## config.mk

```make
export PLATFORM = sky130hd
export DESIGN_NAME = swpp_mul
export DESIGN_NICKNAME = d
export VERILOG_FILES = /design/src/hdl/swpp_pkg.sv /design/src/hdl/swpp_mul.sv
export SDC_FILE = /design/constraint.sdc
export NUM_CORES = 2
export LEC_CHECK = 0
export BUFFER_PORTS_ARGS = -buffer_cell sky130_fd_sc_hd__clkbuf_2
export CORE_MARGIN = 8
export CORE_UTILIZATION = 60
export DETAILED_ROUTE_END_ITERATION = 16
export GPL_TIMING_DRIVEN = 0
export PLACE_DENSITY = 0.78
export SLEW_MARGIN = 20
export SYNTH_ARGS = -nofsm -noshare
export SYNTH_HDL_FRONTEND = slang
export SYNTH_SLANG_ARGS = --single-unit
```

## constraint.sdc

```tcl
create_clock -name i_clk -period 8.9 [get_ports i_clk]
set_input_delay 0.445 -clock i_clk [delete_from_list [all_inputs] [get_ports i_clk]]
set_output_delay 0.445 -clock i_clk [all_outputs]
set_load 0.005 [all_outputs]
```

## src/hdl/swpp_pkg.sv

```systemverilog
// Shared types, constants and state encoding for the spectrum window peak/power block.
package swpp_pkg;

    // Field and register widths
    localparam int PWR_W   = 16;
    localparam int CNT_W   = 13;
    localparam int FREQ_W  = 56;
    localparam int STEP_W  = 48;
    localparam int WIDTH_W = 55;
    localparam int CFG_W   = 56;
    localparam int IDX_W   = 3;
    localparam int BINF_W  = 57;

    // Shared multiplier operand widths
    localparam int MUL_A_W = 38;
    localparam int MUL_B_W = 33;
    localparam int MUL_P_W = MUL_A_W + MUL_B_W;

    localparam int DEF_MAX_BINS = 4096;
    localparam int CNT_LIMIT    = 8191;

    // Fixed-point constants
    localparam logic [24:0] K_LOG2_10_Q32 = 25'd22293081;
    localparam logic [29:0] K_LN2_Q30     = 30'd744261118;
    localparam logic [23:0] K_DB64_Q16    = 24'd12626113;
    localparam logic [30:0] ONE_Q30       = 31'h4000_0000;
    localparam logic signed [PWR_W-1:0] PWR_MINUS_300 = -16'sd19200;
    localparam logic signed [PWR_W-1:0] PWR_MAX       = 16'sh7FFF;
    localparam logic signed [PWR_W-1:0] PWR_MIN       = -16'sh8000;

    // Register indexes
    localparam logic [IDX_W-1:0] REG_MODE  = 3'd0;
    localparam logic [IDX_W-1:0] REG_START = 3'd1;
    localparam logic [IDX_W-1:0] REG_STEP  = 3'd2;
    localparam logic [IDX_W-1:0] REG_LOW   = 3'd3;
    localparam logic [IDX_W-1:0] REG_HIGH  = 3'd4;
    localparam logic [IDX_W-1:0] REG_WIDTH = 3'd5;

    // Search modes
    localparam logic [1:0] MODE_PEAK  = 2'd0;
    localparam logic [1:0] MODE_POWER = 2'd1;

    typedef logic signed [PWR_W-1:0]   t_pwr;
    typedef logic [CNT_W-1:0]          t_cnt;
    typedef logic signed [MUL_A_W-1:0] t_mul_a;
    typedef logic signed [MUL_B_W-1:0] t_mul_b;
    typedef logic signed [MUL_P_W-1:0] t_mul_p;

    typedef enum logic [3:0] {
        S_IDLE,
        S_WIN,
        S_EXP,
        S_XLD,
        S_TMUL,
        S_TPROD,
        S_TDIV,
        S_TADD,
        S_ACC,
        S_BINEND,
        S_LNORM,
        S_LSQ,
        S_LSQ2,
        S_LDONE,
        S_SCALE,
        S_ROUND
    } t_state;

endpackage

```

## src/hdl/swpp_mul.sv

```systemverilog
// Shared signed multiplier with a registered product.
module swpp_mul (
    input  logic            i_clk,
    input  swpp_pkg::t_mul_a i_a,
    input  swpp_pkg::t_mul_b i_b,
    output swpp_pkg::t_mul_p o_p
);
    import swpp_pkg::*;

    // Product register
    always_ff @(posedge i_clk) begin
        o_p <= t_mul_p'(i_a) * t_mul_p'(i_b);
    end

endmodule

```

==> key figures <==
Setup path
  – Setup CP Type: input port to register
  – CP peak stage delay: between 800 and 900 ps
  – CP max stage cell: fa_1
  – CP most frequent cell: fa_1
  – CP Max Fanout: 10
  – Crit path arrival time: between 9000 and 10,000 ps
  – Worst Path Required: ~9200 ps
  – Startpoint Class: input port
  – Endpoint class of the critical path: register

GRT
  – Global routing met2 resource utilization: about three fifths
  – Largest net degree at the start of global routing: 27
  – Grt ovf: 0
  – First-pass GRT wire length: approximately 250,000 um
  – Initial antenna violation count: 19
  – Vias in the first global route: 37,800
  – All-layer global routing usage: between 40% and 50%
  – Top Usage Layer GRT: met2
  – Met1 usage in global routing: 50.4%
  – M3 GR Usage: 14.4%

Logic synthesis
  – Ys flop type: dfxtp_1
  – Synth Warn #: 0
  – Mapped cell area: 45,500 sq um
  – Register area share after synthesis: 3.12%
  – Synth unique cells: 77
  – Async set-reset flop share out of synthesis: 0%
  – Syn_nets: about 6,500
  – Gate Count Post-Synth: between 4,000 and 5,000
  – Mapped Avg Cell Area: just over 9 sq um
  – Number of synthesized flops with an enable pin: 0
  – Seq cells post-synth: between 70 and 80

Floorplanning
  – Number of I/O pins: between 100 and 150
  – Die area: about 85,000 sq um
  – Chip Height: just under 300 um
  – Initial Util: around three fifths
  – Die Span X: about 290 um
  – Core Rows: 101
  – Core ar.: ~76,000 sq um

Routing
  – DRC: 0
  – ANT nets after route: 0
  – WL per Instance: 28.5 um
  – Initial drt markers: 3,636
  – DR vias/cell: about 5.9
  – Vias: 35,300
  – Pre-Repair DR Iteration Count: 6
  – Routed WL: 171,000 um

Run
  – Max cap viols: 0

Timing
  – Fin crit period: 8810 ps
  – Slew HR: roughly a quarter
  – RSZ-0062 raised after global routing: yes
  – Setup TNS: 0 ps
  – Hold Slack: a little under 700 ps
  – Final Hold Violating Endpoints: 0
  – Final Setup Violations: 0
  – Tightest Pin Transition: around 1100 ps
  – Final Max Tran Viols: 0
  – Fmax: 113 MHz
  – Final period util: between 90% and 100%

Placement
  – Hpwl dp: about 150,000 um
  – # port buffers: between 100 and 150
  – RD Place Congestion: 1.10

Clock network
  – Clock Path Buffers: 2
  – CTS Sinks: 71
  – Clock slew at reported path FFs: around 80 ps
  – Total CTS buffers: 9
  – CTS tree: yes
  – H-tree levels: 3
  – CTS root buf: clkbuf_16

Finish
  – Layout cell share with drive strength beyond 1: under 10%
  – # nets final: 6,614
  – Max reg flops: 71
  – Area Overhead vs Synth: 5.34%
  – Commonest non-fill, non-tap cells in the layout: fa_1, inv_1, nand2_1
  – Leading cell type in the layout, fill and taps excluded: fa_1
  – Largest regs: o_p (71)
  – Most flops, register: o_p

Outcome
  – Status: finished clean

Hold path
  – Hold worst-path end: o_p[0]
  – Min-Delay Path Depth: 2
  – Tightest Hold Check Type: input port to register
  – Hold Crit Start: i_b[0]
[final cells by class]
cell class              count  area [sq um]
multi-input cells        3265         38300
fillers                  6359         27600
inverters                1284          4820
flip-flops and latches     71          1420
plain buffers             272          1290
well taps                 978          1220
repair buffers            112           568
clock buffers               9           225
clock inverters             7           103
diodes                     11          27.5
[kinds of logic after synthesis]
family                   count (synthesis)  share of synthesized area [%]
AND/OR/NAND/NOR                       1420                           15.3
flip-flops                              71                           3.12
adder cells (fa/ha/maj)               1527                           63.4
buffers and inverters                 1557                           13.0
XOR/XNOR                                78                           1.50
AO/OA/AOI/OAI                          238                           3.67
multiplexers                             2                         0.0467
[through the flow]
| stage | instances | util [%] | cell area, sq um | setup WS (ps) |
|---|---|---|---|---|
| after floorplan | 4893 | - | 45500 | 1080 |
| after global placement | 5981 | 62.6 | 47300 | -1950 |
| after detailed placement | 5981 | 62.6 | 47300 | -1960 |
| after CTS | 5996 | 63.3 | 47900 | 3.28 |
| after global routing | 6004 | 63.4 | 47900 | -88.6 |
| final | 6009 | 63.4 | 47900 | 87.9 |
[cells in the mapped netlist, types with 2 or more instances]
| cell type | instances | area share (%) |
|---|---|---|
| and3_2 | 2 | 0.033 |
| a211o_1 | 6 | 0.12 |
| buf_2 | 11 | 0.12 |
| buf_4 | 2 | 0.033 |
| o21bai_1 | 16 | 0.26 |
| nand4_1 | 15 | 0.21 |
| ha_1 | 227 | 6.2 |
| nand2_1 | 713 | 5.9 |
| a31oi_4 | 3 | 0.14 |
| a21oi_2 | 2 | 0.038 |
| o2111ai_1 | 2 | 0.038 |
| nor4_1 | 2 | 0.027 |
| a21oi_1 | 73 | 0.80 |
| a31oi_1 | 7 | 0.096 |
| a311oi_1 | 2 | 0.038 |
| o21a_1 | 8 | 0.13 |
| o21ai_0 | 28 | 0.31 |
| nand3_1 | 14 | 0.15 |
| and3_1 | 7 | 0.096 |
| a211oi_1 | 3 | 0.049 |
| a41oi_1 | 3 | 0.058 |
| inv_1 | 1284 | 11 |
| and4_1 | 2 | 0.038 |
| o211ai_2 | 2 | 0.055 |
| o21ai_1 | 12 | 0.13 |
| dfxtp_1 | 71 | 3.1 |
| nand2b_1 | 10 | 0.14 |
| nor3_1 | 8 | 0.088 |
| buf_6 | 3 | 0.074 |
| nor2b_1 | 6 | 0.082 |
| clkbuf_1 | 256 | 2.1 |
| xor2_1 | 19 | 0.37 |
| and2_1 | 556 | 7.6 |
| fa_1 | 1300 | 57 |
| xnor2_1 | 59 | 1.1 |
| a21boi_0 | 2 | 0.033 |
| a21o_1 | 43 | 0.71 |
| o211ai_1 | 3 | 0.049 |
| a21o_2 | 3 | 0.058 |
| nor2_1 | 70 | 0.58 |
| a31o_2 | 2 | 0.038 |
[how the worst max path moves through the flow]
| stage | start | endpoint | depth (start not counted) |
|---|---|---|---|
| floorplan | i_a[37] | o_p[68] | 25 |
| global placement | i_b[9] | o_p[70] | 28 |
| detailed placement | i_b[9] | o_p[70] | 28 |
| CTS | i_b[9] | o_p[70] | 27 |
| global route | i_b[6] | o_p[70] | 24 |
| finish | i_a[25] | o_p[70] | 26 |
[timing repair]
action	4_1_cts	5_1_grt
gates resized for setup	157	31
setup buffers	0	2
pin swaps	1	2
setup endpoints to repair	22	11
hold buffers	0	0
[critical path: cells and delay by family]
family	cells	cell delay [ps]
AOI/OAI and AO/OA	6	1850
xor gates and xnor gates	1	110
and+or+nand+nor	3	630
buffers and inverters	7	1360
adders and majority gates	9	4660
[layer usage]
layer / up-vias / wire, um
met1: 18000 / 58000
met2: 2452 / 71800
met5: - / 0
li1: 14100 / -
met4: 0 / 18000
met3: 773 / 23200
Power is left out: the tool's default activity adds up to more than one toggle a clock period on the data nets, which glitch-free logic cannot reach.
